[config.mk]
export PLATFORM = sky130hd
export DESIGN_NAME = single_wire_humidity_sensor_receiver
export DESIGN_NICKNAME = d
export VERILOG_FILES = /design/src/rtl/core/dhtrx_pkg.sv /design/src/rtl/core/dhtrx_core.sv /design/src/rtl/core/single_wire_humidity_sensor_receiver.sv
export SDC_FILE = /design/constraint.sdc
export NUM_CORES = 1
export LEC_CHECK = 0
export BUFFER_PORTS_ARGS = -buffer_cell sky130_fd_sc_hd__buf_2
export CAP_MARGIN = 20
export CORE_MARGIN = 4
export CORE_UTILIZATION = 35
export CTS_CLUSTER_DIAMETER = 200
export DETAILED_ROUTE_END_ITERATION = 16
export PLACE_DENSITY = 0.53
export RECOVER_POWER = 50
export SLEW_MARGIN = 20
export SYNTH_ARGS = -nofsm -noshare
export SYNTH_HDL_FRONTEND = slang
export SYNTH_SLANG_ARGS = --single-unit
[constraint.sdc]
create_clock -name clk -period 9.6 [get_ports clk]
set_input_delay 0.96 -clock clk [delete_from_list [all_inputs] [get_ports clk]]
set_output_delay 0.96 -clock clk [all_outputs]
set_load 0.03 [all_outputs]
[src/rtl/core/dhtrx_pkg.sv]
`default_nettype none
package dhtrx_pkg;

  localparam int unsigned StartLowW = 16;
  localparam int unsigned LimitW    = 8;
  localparam int unsigned CountW    = 16;
  localparam int unsigned BitIdxW   = 5;
  localparam int unsigned WordW     = 16;
  localparam int unsigned ByteW     = 8;
  localparam int unsigned AddrW     = 4;
  localparam int unsigned DataW     = 32;

  localparam logic [StartLowW-1:0] START_LOW_RST = 16'd20000;
  localparam logic [LimitW-1:0]    WAIT_LIMIT_RST = 8'd100;
  localparam logic [LimitW-1:0]    ONE_THRESH_RST = 8'd40;

  // Register index, taken from paddr[3:2].
  localparam logic [1:0] REG_START_LOW  = 2'd0;
  localparam logic [1:0] REG_WAIT_LIMIT = 2'd1;
  localparam logic [1:0] REG_ONE_THRESH = 2'd2;

  // Error flag bit positions.
  localparam int unsigned ERR_HS  = 0;
  localparam int unsigned ERR_HUM = 1;
  localparam int unsigned ERR_TMP = 2;

  typedef struct packed {
    logic [StartLowW-1:0] start_low_ticks;
    logic [LimitW-1:0]    wait_limit;
    logic [LimitW-1:0]    one_threshold;
  } dhtrx_cfg_t;

  typedef struct packed {
    logic              drive_low;
    logic              done_res;
    logic [ByteW-1:0]  humidity;
    logic [ByteW-1:0]  temperature;
    logic              handshake_error;
    logic              humidity_error;
    logic              temperature_error;
    logic              busy_res;
  } dhtrx_res_t;

endpackage
`default_nettype wire

[src/rtl/core/dhtrx_core.sv]
`default_nettype none
module dhtrx_core
  import dhtrx_pkg::*;
(
  input  wire logic       clk,
  input  wire logic       rst_n,
  input  wire logic       step_en,
  input  wire logic       line_level,
  input  wire logic       start_req,
  input  wire dhtrx_cfg_t cfg,
  output dhtrx_res_t      res
);

  typedef enum logic [2:0] {
    PH_IDLE  = 3'd0,
    PH_START = 3'd1,
    PH_HS1   = 3'd2,
    PH_HS2   = 3'd3,
    PH_HS3   = 3'd4,
    PH_SYNC  = 3'd5,
    PH_DATA  = 3'd6
  } phase_t;

  phase_t               phase_r, phase_nxt;
  logic [CountW-1:0]    cnt_r, cnt_nxt;
  logic [BitIdxW-1:0]   bidx_r, bidx_nxt;
  logic [WordW-1:0]     shift_r, shift_nxt;
  logic [ByteW-1:0]     hum_hold_r, hum_hold_nxt;
  logic [2:0]           err_r, err_nxt;

  logic [CountW-1:0]    cnt_inc;
  logic [CountW-1:0]    cnt_eff;
  logic [CountW-1:0]    limit_ext;
  logic [CountW-1:0]    start_ext;
  logic                 wait_lvl;
  logic                 leave;
  logic                 timed_out;
  logic [CountW-1:0]    next_cnt;
  logic [2:0]           word_err;
  logic [2:0]           err_acc;
  logic                 data_bit;
  logic [WordW-1:0]     shift_new;
  logic [ByteW-1:0]     upper;

  assign cnt_inc   = (cnt_r == {CountW{1'b1}}) ? cnt_r : cnt_r + 1'b1;
  assign limit_ext = {{(CountW-LimitW){1'b0}}, cfg.wait_limit};
  assign start_ext = cfg.start_low_ticks;
  assign wait_lvl  = !(phase_r == PH_HS2 || phase_r == PH_SYNC);
  assign leave     = (line_level != wait_lvl) || (cnt_inc >= limit_ext);
  assign timed_out = (line_level == wait_lvl) && (cnt_inc >= limit_ext);
  assign next_cnt  = (line_level == wait_lvl) ? '0 : CountW'(1);
  // The bit decision sees the count after this tick's increment on a timeout.
  assign cnt_eff   = timed_out ? cnt_inc : cnt_r;
  assign word_err  = bidx_r[BitIdxW-1] ? 3'(1 << ERR_TMP) : 3'(1 << ERR_HUM);
  assign data_bit  = cnt_eff > {{(CountW-LimitW){1'b0}}, cfg.one_threshold};
  assign shift_new = {shift_r[WordW-2:0], data_bit};
  assign upper     = shift_new[WordW-1 -: ByteW];

  always_comb begin
    phase_nxt    = phase_r;
    cnt_nxt      = cnt_r;
    bidx_nxt     = bidx_r;
    shift_nxt    = shift_r;
    hum_hold_nxt = hum_hold_r;
    err_nxt      = err_r;
    err_acc      = err_r;
    res          = '0;
    unique case (phase_r)
      PH_IDLE: begin
        if (start_req) begin
          err_nxt      = '0;
          hum_hold_nxt = '0;
          shift_nxt    = '0;
          bidx_nxt     = '0;
          res.drive_low = 1'b1;
          // The request tick is already the first low tick of the pulse.
          if (start_ext <= CountW'(1)) begin
            phase_nxt = PH_HS1;
            cnt_nxt   = '0;
          end else begin
            phase_nxt = PH_START;
            cnt_nxt   = CountW'(1);
          end
        end
      end
      PH_START: begin
        res.drive_low = 1'b1;
        if (cnt_inc >= start_ext) begin
          phase_nxt = PH_HS1;
          cnt_nxt   = '0;
        end else begin
          cnt_nxt = cnt_inc;
        end
      end
      PH_HS1, PH_HS2, PH_HS3, PH_SYNC, PH_DATA: begin
        if (!leave) begin
          cnt_nxt = cnt_inc;
        end else begin
          cnt_nxt = next_cnt;
          unique case (phase_r)
            PH_HS1: begin
              err_nxt   = err_r | (timed_out ? 3'(1 << ERR_HS) : 3'b0);
              phase_nxt = PH_HS2;
            end
            PH_HS2: begin
              err_nxt   = err_r | (timed_out ? 3'(1 << ERR_HS) : 3'b0);
              phase_nxt = PH_HS3;
            end
            PH_HS3: begin
              err_acc = err_r | (timed_out ? 3'(1 << ERR_HS) : 3'b0);
              err_nxt = err_acc;
              if (err_acc[ERR_HS]) begin
                res.done_res          = 1'b1;
                res.handshake_error   = err_acc[ERR_HS];
                res.humidity_error    = err_acc[ERR_HUM];
                res.temperature_error = err_acc[ERR_TMP];
                phase_nxt = PH_IDLE;
                cnt_nxt   = '0;
              end else begin
                phase_nxt = PH_SYNC;
                bidx_nxt  = '0;
                shift_nxt = '0;
              end
            end
            PH_SYNC: begin
              err_nxt   = err_r | (timed_out ? word_err : 3'b0);
              phase_nxt = PH_DATA;
            end
            default: begin
              err_acc   = err_r | (timed_out ? word_err : 3'b0);
              err_nxt   = err_acc;
              shift_nxt = shift_new;
              phase_nxt = PH_SYNC;
              bidx_nxt  = bidx_r + 1'b1;
              if (bidx_r[BitIdxW-2:0] == {(BitIdxW-1){1'b1}}) begin
                if (bidx_r[BitIdxW-1]) begin
                  res.done_res          = 1'b1;
                  res.humidity          = hum_hold_r;
                  res.temperature       = err_acc[ERR_TMP] ? '0 : upper;
                  res.handshake_error   = err_acc[ERR_HS];
                  res.humidity_error    = err_acc[ERR_HUM];
                  res.temperature_error = err_acc[ERR_TMP];
                  phase_nxt = PH_IDLE;
                  cnt_nxt   = '0;
                end else begin
                  hum_hold_nxt = err_acc[ERR_HUM] ? '0 : upper;
                end
              end
            end
          endcase
        end
      end
      default: begin
        phase_nxt = PH_IDLE;
        cnt_nxt   = '0;
      end
    endcase
    res.busy_res = (phase_nxt != PH_IDLE);
  end

  always_ff @(posedge clk) begin
    if (!rst_n) begin
      phase_r    <= PH_IDLE;
      cnt_r      <= '0;
      bidx_r     <= '0;
      shift_r    <= '0;
      hum_hold_r <= '0;
      err_r      <= '0;
    end else if (step_en) begin
      phase_r    <= phase_nxt;
      cnt_r      <= cnt_nxt;
      bidx_r     <= bidx_nxt;
      shift_r    <= shift_nxt;
      hum_hold_r <= hum_hold_nxt;
      err_r      <= err_nxt;
    end
  end

endmodule
`default_nettype wire

[src/rtl/core/single_wire_humidity_sensor_receiver.sv]
// Receiver for a single-wire humidity and temperature sensor.
// Each input word is one microsecond tick: the sampled data line level and a
// start request. Each accepted word yields exactly one result word that
// tells whether to pull the line low on this tick, and on the tick a reading
// ends, the humidity, the signed temperature and three timeout flags.
// Both channels use valid/stall; a word moves when valid is high and stall
// is low. A result is registered in the result register, or in the skid
// register while that one is held; the block takes one input word every
// cycle while in_stall is low; each tick step is one pass through the decode
// logic between the sequencer state registers and the result register.
// A two-entry output buffer (result register plus skid register) lets the
// input keep flowing while one result waits; in_stall rises only when both
// entries are full, and falls as soon as the receiver takes a word.
// Reset (synchronous, rst_n low) returns the sequencer to idle, empties the
// output buffer and loads the registers with their defaults: start pulse
// 20000 ticks, level wait limit 100 ticks, one-bit threshold 40 ticks.
// The user must write the registers through the APB port only while no reading is busy; the block does not check.
`default_nettype none
module single_wire_humidity_sensor_receiver
  import dhtrx_pkg::*;
(
  input  wire logic              clk,
  input  wire logic              rst_n,
  input  wire logic              in_valid,
  output logic                   in_stall,
  input  wire logic              in_line_level,
  input  wire logic              in_start_req,
  output logic                   out_valid,
  input  wire logic              out_stall,
  output logic                   out_drive_low,
  output logic                   out_done_res,
  output logic [ByteW-1:0]       out_humidity,
  output logic signed [ByteW-1:0] out_temperature,
  output logic                   out_handshake_error,
  output logic                   out_humidity_error,
  output logic                   out_temperature_error,
  output logic                   out_busy_res,
  input  wire logic              psel,
  input  wire logic              penable,
  input  wire logic              pwrite,
  input  wire logic [AddrW-1:0]  paddr,
  input  wire logic [DataW-1:0]  pwdata,
  output logic [DataW-1:0]       prdata,
  output logic                   pready
);

  dhtrx_cfg_t cfg_r;
  dhtrx_res_t step_res;
  dhtrx_res_t out_r;
  dhtrx_res_t skid_r;
  logic       out_valid_r;
  logic       skid_valid_r;
  logic       in_accept;
  logic       out_take;
  logic       cfg_wr;

  // Configuration registers.
  assign pready = 1'b1;
  assign cfg_wr = psel && penable && pwrite;

  always_ff @(posedge clk) begin
    if (!rst_n) begin
      cfg_r.start_low_ticks <= START_LOW_RST;
      cfg_r.wait_limit      <= WAIT_LIMIT_RST;
      cfg_r.one_threshold   <= ONE_THRESH_RST;
    end else if (cfg_wr) begin
      unique case (paddr[3:2])
        REG_START_LOW:  cfg_r.start_low_ticks <= pwdata[StartLowW-1:0];
        REG_WAIT_LIMIT: cfg_r.wait_limit      <= pwdata[LimitW-1:0];
        REG_ONE_THRESH: cfg_r.one_threshold   <= pwdata[LimitW-1:0];
        default: ;
      endcase
    end
  end

  always_comb begin
    unique case (paddr[3:2])
      REG_START_LOW:  prdata = {{(DataW-StartLowW){1'b0}}, cfg_r.start_low_ticks};
      REG_WAIT_LIMIT: prdata = {{(DataW-LimitW){1'b0}}, cfg_r.wait_limit};
      REG_ONE_THRESH: prdata = {{(DataW-LimitW){1'b0}}, cfg_r.one_threshold};
      default:        prdata = '0;
    endcase
  end

  // The sequencer advances by one tick on every accepted input word.
  assign in_stall  = skid_valid_r;
  assign in_accept = in_valid && !skid_valid_r;
  assign out_take  = out_valid_r && !out_stall;

  dhtrx_core u_core (
    .clk        (clk),
    .rst_n      (rst_n),
    .step_en    (in_accept),
    .line_level (in_line_level),
    .start_req  (in_start_req),
    .cfg        (cfg_r),
    .res        (step_res)
  );

  // Output buffer: the skid entry only fills when the result register is
  // held by a stalled receiver, and it drains into the result register first.
  always_ff @(posedge clk) begin
    if (!rst_n) begin
      out_valid_r  <= 1'b0;
      skid_valid_r <= 1'b0;
    end else if (skid_valid_r) begin
      if (out_take) begin
        skid_valid_r <= 1'b0;
      end
    end else if (in_accept) begin
      if (out_valid_r && !out_take) begin
        skid_valid_r <= 1'b1;
      end
      out_valid_r <= 1'b1;
    end else if (out_take) begin
      out_valid_r <= 1'b0;
    end
  end

  always_ff @(posedge clk) begin
    if (skid_valid_r) begin
      if (out_take) begin
        out_r <= skid_r;
      end
    end else if (in_accept) begin
      if (out_valid_r && !out_take) begin
        skid_r <= step_res;
      end else begin
        out_r <= step_res;
      end
    end
  end

  assign out_valid             = out_valid_r;
  assign out_drive_low         = out_r.drive_low;
  assign out_done_res          = out_r.done_res;
  assign out_humidity          = out_r.humidity;
  assign out_temperature       = signed'(out_r.temperature);
  assign out_handshake_error   = out_r.handshake_error;
  assign out_humidity_error    = out_r.humidity_error;
  assign out_temperature_error = out_r.temperature_error;
  assign out_busy_res          = out_r.busy_res;

endmodule
`default_nettype wire

### Yosys cells after proc, flatten, opt, wreduce, memory -nomap -nowiden

Index checks and enable logic that the tools add are counted.
W data, S select, Z words.

* output and inout port bits: 57
* bits in registers: 128
* memory bits (writable): 0
* memories kept: 0
* latch bits: 0
* bits in read-only memories: 0

* eq/ne operators: 21
* div/mod/pow operators: 0
* $mul: 0
* shift-type cells: 0
* $lt $le $gt $ge: 4
* reductions and logical operators: 32
* mux-type cells: 68
* bitwise logic cells: 3
* add/subtract/negate cells: 2

Operators with widths (number)
* $mux W16: 9
* $pmux W16 S3: 2
* $mux W22: 4
* $mux W20: 4
* $pmux W15 S2: 2
* $mux W8: 7
* $mux W15: 3
* $mux W3: 12
* $pmux W16 S2: 1
* $pmux W5 S2: 2
* $add A16 B1 Y16 const B: 1
* $eq A16 B16 Y1 const B: 1
* $ge A16 B16 Y1: 1
* $ge A16 B8 Y1: 1
* $gt A16 B8 Y1: 1
* $le A16 B1 Y1 const B: 1
* $pmux W8 S2: 1
* $mux W5: 3
* $pmux W3 S2: 2
* $pmux W3 S4: 1
* $mux W1: 11
* $ne A2 B2 Y1 const B: 5
* $reduce_and A2 Y1: 5
* $eq A3 B3 Y1 const B: 3
* other kinds (30): 47

### Longest topological paths before layout

Gate-level depths: netlist (run 1).

* word-level depth: 16
* gate-level depth with buffers: 24
* mapped depth without buffers: 24

### Hierarchy

Synthesis (run 1) repeated with hierarchy kept, for this count alone.

* cells, all modules: 824
* area, all modules: 7524.7 sq um

By module, submodules not included
* dhtrx_core: cells each 555, area each 4195.3 sq um, times used 1
* single_wire_humidity_sensor_receiver: cells each 269, area each 3329.4 sq um, times used 1

### Worst setup path after synthesis (run 1)

OpenSTA, ideal clock, no wires.

* path kind: reg-to-reg
* start point: reg u_core.cnt_r[5]
* end point: reg u_core.shift_r[0]
* setup slack: 4.949 ns
* cell stages (with the launch flop): 24
* buffers on the path: 1
* required time: 9.468 ns
* arrival time: 4.519 ns
* cell sequence: dfxtp_1 -> buf_2 -> nand4_2 -> nor4_2 -> nor2_1 -> and3_1 -> and3_1 -> xor2_1 -> ha_1 -> o21a_1 -> nor2_1 -> a21o_1 -> a31oi_1 -> nand2_1 -> nand2_1 -> ha_1 -> nor2b_1 -> o21a_1 -> o21a_1 -> o21a_1 -> o21bai_1 -> a22oi_1 -> o211ai_1 -> a21oi_1

* word-level cells in the longest chain between the ends: 9
* elaborated cells on any way between the ends: 16
* classes of those cells: add/sub: 1; order compare: 2; eq/ne: 3; mux: 6; bitwise: 1; reduce/logical: 3

RTL lines
* start, declared: RTL line dhtrx_core.sv:25 `logic [CountW-1:0] cnt_r, cnt_nxt;`
* start signal, assigned: RTL line dhtrx_core.sv:171 `cnt_r <= cnt_nxt;`
* $add A16 B1 Y16 / $eq A16 B16 Y1 (equally long branches): RTL line dhtrx_core.sv:45 `assign cnt_inc = (cnt_r == {CountW{1'b1}}) ? cnt_r : cnt_r + 1'b1;`
* $mux W16: RTL line dhtrx_core.sv:45
* $ge A16 B8 Y1: RTL line dhtrx_core.sv:49, dhtrx_core.sv:50
* $logic_and A1 B1 Y1: RTL line dhtrx_core.sv:50 `assign timed_out = (line_level == wait_lvl) && (cnt_inc >= limit_ext);`
* $mux W16: RTL line dhtrx_core.sv:53 `assign cnt_eff = timed_out ? cnt_inc : cnt_r;`
* $gt A16 B8 Y1: RTL line dhtrx_core.sv:55 `assign data_bit = cnt_eff > {{(CountW-LimitW){1'b0}}, cfg.one_threshold};`
* $pmux W15 S2: RTL line dhtrx_core.sv:100 `unique case (phase_r)`
* $mux W15: RTL line dhtrx_core.sv:96 `if (!leave) begin`
* $pmux W15 S2: RTL line dhtrx_core.sv:68 `unique case (phase_r)`
* end signal, assigned: RTL line dhtrx_core.sv:173 `shift_r <= shift_nxt;`
* end, declared: RTL line dhtrx_core.sv:27 `logic [WordW-1:0] shift_r, shift_nxt;`

Parallel ways exist; a longest one is shown, timed or not. The select of a mux whose other input is x is not followed.
A chain may end at the register's enable or synchronous reset.

### Final worst setup path (run 1)

* start point: reg u_core.cnt_r[0]
* end point: reg u_core.shift_r[0]

The elaborated chain is that of the path after synthesis.

==> key figures, run 1 <==
Timing
  – Final period utilization: 0.583
  – Final min period: about 5600 ps
  – Relative slew slack: -0.997
  – Fmax: about 0.18 GHz
  – Hold Violations, Final: 0
  – Fin Setup TNS: 0 ps
  – Clock Skew: ~11 ps
  – Worst slew pin tran: between 2000 and 3000 ps
  – Final Slew Violations: 85
  – Final setup violation count: 0
  – Unrepaired setup endpoints after global routing: false

Routing
  – Detailed Route Iter0 Violations: between 300 and 400
  – Vias per cell: 5.12
  – Wirelength per Cell: 15.6 um
  – Drc violations: 0
  – DRT Wirelength: 17.8 mm
  – TritonRoute pass-1 iters: 4
  – Via count: 5846
  – Final antenna-violating net count: 0

Synth
  – Top cell type's share of synthesized area: 0.232
  – Mapped Avg Cell Area: 8.86 um2
  – FFs w/ async S/R, synth: 0
  – Top FF cell, synth: dfxtp_1
  – Sequential-to-total area share from yosys stat: 0.415
  – Mapped Cells: 817
  – Mapped cell area: roughly 7200 um2
  – Largest area contributor in the netlist: dfxtp_1
  – Distinct cell type count after synthesis: approximately 70
  – Yosys Warn Count: 0
  – Post-synth EDFFs: 44
  – Synthesis-stage register bit count: 128
  – Synth area leaders: dfxtp_1 23%, edfxtp_1 18%, ha_1 6.4%

Min path
  – Hold_sp: u_core.shift_r[4]$_SDFFE_PN0P_
  – Endpoint, Worst Hold: u_core.shift_r[4]$_SDFFE_PN0P_
  – Hold WC Path Type: flop to flop
  – Hold Path Stages: 2

Clock network
  – Clock transition at path regs: roughly 60 ps
  – CTS tree: yes
  – Clock buffer count from CTS: 17
  – PostCTS Resize Cnt: 0
  – Hold-fix buffer count after cts: 0
  – Number of H-tree levels: 4
  – CTS Buffer Depth: 2
  – Worst-Skew Late Latency: approximately 430 ps
  – Clock Tree Root: clkbuf_16
  – Setup Buffers After CTS: 0
  – CTS Sinks: around 130

Floorplan
  – Initial core utilization: 0.357
  – Die width: roughly 150 um
  – Die area: around 23000 um2
  – Core area: 20300 um2
  – I/O pin count: approximately 100
  – Die height: 152 um
  – Row cnt: 52

Global route
  – Congestion Overflow GR: 0
  – First-pass GRT wire length: slightly below 30 mm
  – Overall routing resource usage: 0.154
  – Vias in the first global route: between 5k and 6k
  – Largest net degree at the start of global routing: a little over 60
  – Antenna violations before repair: 0

Status
  – Status: finished with violations
  – Failing checks: max-capacitance violations, max-slew violations

Final layout
  – Layout area overhead: 13.9%
  – Layout Nets: around 940
  – Area of the multi-input gates: around 3800 um2
  – Ant diodes: 0
  – Fillers: roughly 2.1k
  – Design Area, Final: around 8200 um2
  – Commonest non-fill, non-tap cell in the layout: nand2_1
  – Most frequent cells in the layout: 97 x nand2_1, 84 x dfxtp_1, 64 x a21oi_1
  – Share of cells above drive strength 1: 0.131
  – Sequential Area: between 3000 and 4000 um2

Job
  – Number of max-cap violations: 3

Power
  – PwrDens: 167 nW/um2
  – Static Leak: 3.12 nW
  – Max VDD drop: around 110 uV

Setup path
  – Setup slack, reg-to-reg: about 4000 ps
  – Crit start category: flop
  – Reg2reg end: u_core.shift_r[0]$_SDFFE_PN0P_
  – R2R Path Start: u_core.cnt_r[0]$_SDFFE_PN0P_
  – R2r worst-path depth: 23
  – Crit Path Category: flop to flop
  – CP Max Fanout: 8
  – Arrival time worst endpoint: just under 6000 ps
  – CP Capture Type: flop
  – Worst path required time: between 9000 and 10000 ps

Place
  – DP Area: roughly 7700 um2
  – GP Congestion: 0.840
  – Estimated wirelength of the detail-placed design: around 13 mm
  – Port bufs: 66
synth_stat cells (all sizes together) (13+ instances only):
cell    number
a21oi       64
o211ai      13
nand2       97
inv         41
nand3       41
ha          37
and2        18
dfxtp       84
clkbuf      36
nand4       19
o21ai       24
edfxtp      44
nor2        48
mux2        25
nor3        23
nor4        13
buf         31
nand2b      21
mux2i       21
routing by layer:
metal	global-route usage	part of all wire	vias up
met5	0	0	-
met4	0.0437	0.0095	0
met3	0.0338	0.044	13
met2	0.218	0.42	125
met1	0.233	0.53	2732
li1	-	-	2976
layout make-up:
class / instances / area share
clock buffers: 17 / 0.0516
clock inverters: 15 / 0.0196
well taps: 270 / 0.0410
multi-input cells: 594 / 0.463
flip-flops and latches: 128 / 0.364
inverters: 43 / 0.0196
repair buffers: 75 / 0.0417
state kept, by name (all words and copies together) (netlist names):
name                   flops
u_core.cnt_r              16
out_valid                  1
u_core.err_r               3
out_humidity               8
u_core.bidx_r              5
out_handshake_error        1
cfg_r                     32
u_core.shift_r            15
out_done_res               1
out_busy_res               1
skid_r                    22
out_drive_low              1
out_temperature_error      1
out_humidity_error         1
u_core.hum_hold_r          8
out_temperature            8
u_core.phase_r             3
in_stall                   1
worst max path at each step:
stage	from	endpoint	slack, ps	depth (start not counted)
2_1_floorplan	u_core.cnt_r[5]$_SDFFE_PN0P_	u_core.shift_r[0]$_SDFFE_PN0P_	4950	23
3_3_place_gp	u_core.cnt_r[0]$_SDFFE_PN0P_	u_core.shift_r[0]$_SDFFE_PN0P_	4210	23
3_5_place_dp	u_core.cnt_r[0]$_SDFFE_PN0P_	u_core.shift_r[0]$_SDFFE_PN0P_	4190	23
4_1_cts	u_core.cnt_r[0]$_SDFFE_PN0P_	u_core.shift_r[0]$_SDFFE_PN0P_	4150	23
5_1_grt	u_core.cnt_r[0]$_SDFFE_PN0P_	u_core.shift_r[0]$_SDFFE_PN0P_	3610	23
6_report	u_core.cnt_r[0]$_SDFFE_PN0P_	u_core.shift_r[0]$_SDFFE_PN0P_	4000	23
kinds of logic after synthesis:
family,after synthesis,share of synthesized area
AOI/OAI and AO/OA,160,0.141
xor gates and xnor gates,19,0.0230
adders and majority gates,37,0.0639
buffers and inverters,110,0.0686
DFF,128,0.415
muxes,46,0.0679
other,2,0.00104
and+or+nand+nor,315,0.220
metrics by stage:
step | std cells | setup slack [ps] | utilization | total power [mW] | hold slack, ps
global route | 1142 | 3610 | 0.406 | 1.44 | 492
floorplan | 832 | 4950 | - | 0.721 | 441
CTS | 1142 | 4150 | 0.410 | 1.40 | 470
global placement | 1110 | 4210 | 0.381 | 0.757 | 456
finish | 1142 | 4000 | 0.406 | 1.38 | 468
detailed placement | 1110 | 4190 | 0.381 | 0.758 | 459
where the power goes:
| part | switching (mW) | internal, mW |
|---|---|---|
| Combinational | 0.110 | 0.0447 |
| Sequential | 0.0110 | 0.578 |
| Clock | 0.290 | 0.348 |
| Total | 0.411 | 0.971 |
worst max-delay path, stage by stage, from the launching register on:
cell and delay [ps]:
dfxtp_1 510, ha_1 300, nand3_1 210, nor2_1 420
nand2_1 250, nand2_1 160, xnor2_1 130, ha_1 330
nand2_1 50, o21ai_0 290, a41oi_1 200, a21o_1 260
a31oi_1 620, nand2_1 100, nand2_1 100, ha_1 230
nor2b_1 130, o21a_1 160, o21a_1 160, o21a_1 160
o21bai_1 120, a22oi_1 150, o211ai_1 190, a21oi_1 80
Power figures use the tool's default switching activity.
==> run 2, diff against run 1 <==
--- a/config.mk
+++ b/config.mk
@@ -5,6 +5,7 @@
 export SDC_FILE = /design/constraint.sdc
 export NUM_CORES = 1
 export LEC_CHECK = 0
+export ABC_AREA = 1
 export BUFFER_PORTS_ARGS = -buffer_cell sky130_fd_sc_hd__buf_2
 export CAP_MARGIN = 20
 export CORE_MARGIN = 4
==> constraint.sdc (replaced) <==
create_clock -name clk -period 5.2 [get_ports clk]
set_input_delay 0.52 -clock clk [delete_from_list [all_inputs] [get_ports clk]]
set_output_delay 0.52 -clock clk [all_outputs]
set_load 0.03 [all_outputs]
==> run 2 against run 1 <==
- the flow still finishes with violations (max-capacitance violations, max-slew violations)
- final area shrank 1.1%
- highest routed layer unchanged
- critical path depth grew 9
- largest power group unchanged
- clock skew grew 1.5 ps
- die area shrank 2.4%
==> key figures, run 2 <==
Place
  – GP Congestion: 0.846 (+0.76%)
  – Setup WS pre-CTS: 406 ps (-3780 ps)
  – Port bufs: 66 (unchanged)
  – Estimated wirelength of the detail-placed design: 12.2 mm (-3.1%)
  – Dpl cells: 1234 (+11%)

Floorplan
  – Die width: 150 um (-1.2%)
  – I/O pin count: 102 (unchanged)
  – Die height: 150 um (-1.2%)
  – Core area: 19700 um2 (-3.2%)
  – Die area: 22500 um2 (-2.4%)
  – Row cnt: 51 (-1.9%)
  – Initial core utilization: 0.359 (+0.00230)

Global route
  – Antenna violations before repair: 0 (unchanged)
  – First-pass GRT wire length: 27.7 mm (-5.7%)
  – Congestion Overflow GR: 0 (unchanged)
  – Largest net degree at the start of global routing: 40 (-35%)
  – Overall routing resource usage: 0.154 (+0.000489)
  – Vias in the first global route: 5491 (+0.22%)

Synth
  – Compound-Gate Fraction of Synth Area: 0.133 (-0.00766)
  – Post-synthesis adder-cell area fraction: 0.0656 (+0.00168)
  – Top cell type's share of synthesized area: 0.238 (+0.00610)
  – Sequential-to-total area share from yosys stat: 0.426 (+0.0109)
  – Largest area contributor in the netlist: dfxtp_1
  – Yosys Warn Count: 0 (unchanged)
  – Main combinational cell family by area after synthesis: simple AND/OR/NAND/NOR gates
  – Xor/xnor cell area share of the yosys netlist: 0.00621 (-0.0168)
  – FFs w/ async S/R, synth: 0 (unchanged)
  – Mapped Avg Cell Area: 7.66 um2 (-14%)
  – Top cells by count, synth: 219 x nand2_1, 117 x nor2_1, 103 x inv_1
  – Top-count cell post-synth: nand2_1
  – Mapped Cells: 921 (+13%)
  – Mapped cell area: 7060 um2 (-2.6%)
  – Distinct cell type count after synthesis: 43 (-37%)
  – Post-synth EDFFs: 44 (unchanged)
  – Mux contribution to synthesized area: 0.0112 (-0.0567)
  – Synthesis-stage register bit count: 128 (unchanged)
  – Top FF cell, synth: dfxtp_1
  – Synth area leaders: dfxtp_1 24%, edfxtp_1 19%, nand2_1 12%
  – Simple-Gate Fraction of Synth Area: 0.263 (+0.0427)

Setup path
  – Worst path slowest cell: dfxtp_1
  – CP Max Fanout: 14 (+6)
  – Crit Path Category: flop to flop
  – Max incr delay on CP: 390 ps (-230 ps)
  – R2r worst-path depth: 32 (+39%)
  – Most common cell on crit path: nand2_1
  – Crit start category: flop
  – Arrival time worst endpoint: 4940 ps (-830 ps)
  – Worst path required time: 5490 ps (-4280 ps)
  – CP Capture Type: flop

Timing
  – Unrepaired setup endpoints after global routing: false
  – Fin Setup TNS: 0 ps (unchanged)
  – Relative slew slack: -0.264 (+0.733)
  – Final min period: 4650 ps (-943 ps)
  – Final period utilization: 0.895 (+0.312)
  – Setup ws final: 548 ps (-3460 ps)
  – Final Slew Violations: 47 (-45%)
  – Fmax: 0.215 GHz (+20%)
  – Hold Violations, Final: 0 (unchanged)
  – Final setup violation count: 0 (unchanged)
  – Clock Skew: 12.1 ps (+1.49 ps)
  – Worst slew pin tran: 1900 ps (-1100 ps)

Final layout
  – Ant diodes: 0 (unchanged)
  – Largest reg by FF count: cfg_r
  – Share of cells above drive strength 1: 0.123 (-0.00786)
  – Most frequent cells in the layout: 219 x nand2_1, 117 x nor2_1, 103 x inv_1
  – Layout area overhead: 15.7%
  – Commonest non-fill, non-tap cell in the layout: nand2_1
  – Max reg flops: 32 (unchanged)
  – Top Registers: cfg_r x32, skid_r x22, u_core.cnt_r x16
  – Layout Nets: 1070 (+14%)
  – Layout Cells excl Fill: 1266 (+11%)

Routing
  – Drc violations: 0 (unchanged)
  – Vias per cell: 4.64 (-9.3%)
  – Detailed Route Iter0 Violations: 286 (-22%)
  – Wirelength per Cell: 13.2 um (-15%)
  – TritonRoute pass-1 iters: 5 (+1)
  – Final antenna-violating net count: 0 (unchanged)
  – Via count: 5879 (+0.56%)
  – DRT Wirelength: 16.7 mm (-6.2%)

Clock network
  – CTS Buffer Depth: 2 (unchanged)
  – Hold-fix buffer count after cts: 0 (unchanged)
  – CTS Sinks: 128 (unchanged)
  – CTS tree: yes
  – Clock transition at path regs: 70 ps (about the same)
  – Number of H-tree levels: 4 (unchanged)
  – Clock buffer count from CTS: 17 (unchanged)
  – Worst-Skew Late Latency: 430 ps (about the same)
  – Clock Tree Root: clkbuf_16

Power
  – PwrDens: 314 nW/um2 (+88%)
  – Max VDD drop: 220 uV (+110%)
  – Static Leak: 3.45 nW (+11%)

Status
  – Failing checks: max-capacitance violations, max-slew violations
  – Status: finished with violations

Min path
  – Hold Path Stages: 3 (+1)
  – Hold WC Path Type: primary input to flop

Job
  – Number of max-cap violations: 2 (-1)
-- run 2: cells by family after synthesis --
logic type               count (synthesis)
AO/OA/AOI/OAI                          164
other                                    2
buffers and inverters                  150
adder cells (fa/ha/maj)                 37
multiplexers                             7
AND/OR/NAND/NOR                        428
XOR/XNOR                                 5
flip-flops                             128
-- run 2: worst max-delay path: cells and delay by family (launching register included) --
kind	cells	cell delay [ps]
xor gates and xnor gates	1	190
DFF	1	390
AOI/OAI and AO/OA	6	1040
adders and majority gates	3	780
and+or+nand+nor	16	1500
buffers and inverters	6	620
-- run 2: routing by layer --
| metal | track usage | up-vias | share of wire | routed length (um) |
|---|---|---|---|---|
| li1 | - | 3132 | - | - |
| met3 | 0.0324 | 13 | 0.038 | 631 |
| met4 | 0.0480 | 0 | 0.011 | 186 |
| met1 | 0.209 | 2621 | 0.50 | 8320 |
| met5 | 0 | - | 0 | 0 |
| met2 | 0.247 | 113 | 0.45 | 7590 |
-- run 2: path summary, 6_finish.rpt --
path                                  startpoint                        endpoint  slack [ps]
setup reg to reg    u_core.cnt_r[1]$_SDFFE_PN0P_  u_core.shift_r[0]$_SDFFE_PN0P_         550
setup / recovery    u_core.cnt_r[1]$_SDFFE_PN0P_  u_core.shift_r[0]$_SDFFE_PN0P_         550
hold reg to reg   u_core.shift_r[5]$_SDFFE_PN0P_  u_core.shift_r[6]$_SDFFE_PN0P_         460
hold / removal                         pwdata[9]          cfg_r[25]$_SDFFE_PN1P_         300
-- run 2: what timing repair did --
item	CTS	global route
resized for setup	0	2
endpoints found under the setup margin	0	1
setup buffers	0	0
-- run 2: power breakdown --
part           switching (mW)  internal, mW  leakage, nW
registers              0.0117          1.06         1.14
logic                   0.195        0.0620         2.02
clock network           0.542         0.693        0.298
total                   0.749          1.82         3.45
-- run 2: stage by stage --
stage          hold slack (ps)  power, mW   util  cell area (um2)
2_1_floorplan              439       1.29      -             7110
3_3_place_gp               450       1.36  0.387             7600
3_5_place_dp               451       1.36  0.387             7600
4_1_cts                    283       2.60  0.418             8220
5_1_grt                    302       2.68  0.415             8160
6_report                   304       2.56  0.415             8160
-- run 2: layout make-up --
type,instances,area [um2]
Clock buffer,17,425
Clock inverter,15,189
Fill cell,2108,11500
Inverter,105,394
Multi-Input combinational cell,658,3460
Sequential cell,128,3000
Tap cell,265,332
Timing Repair Buffer,78,363
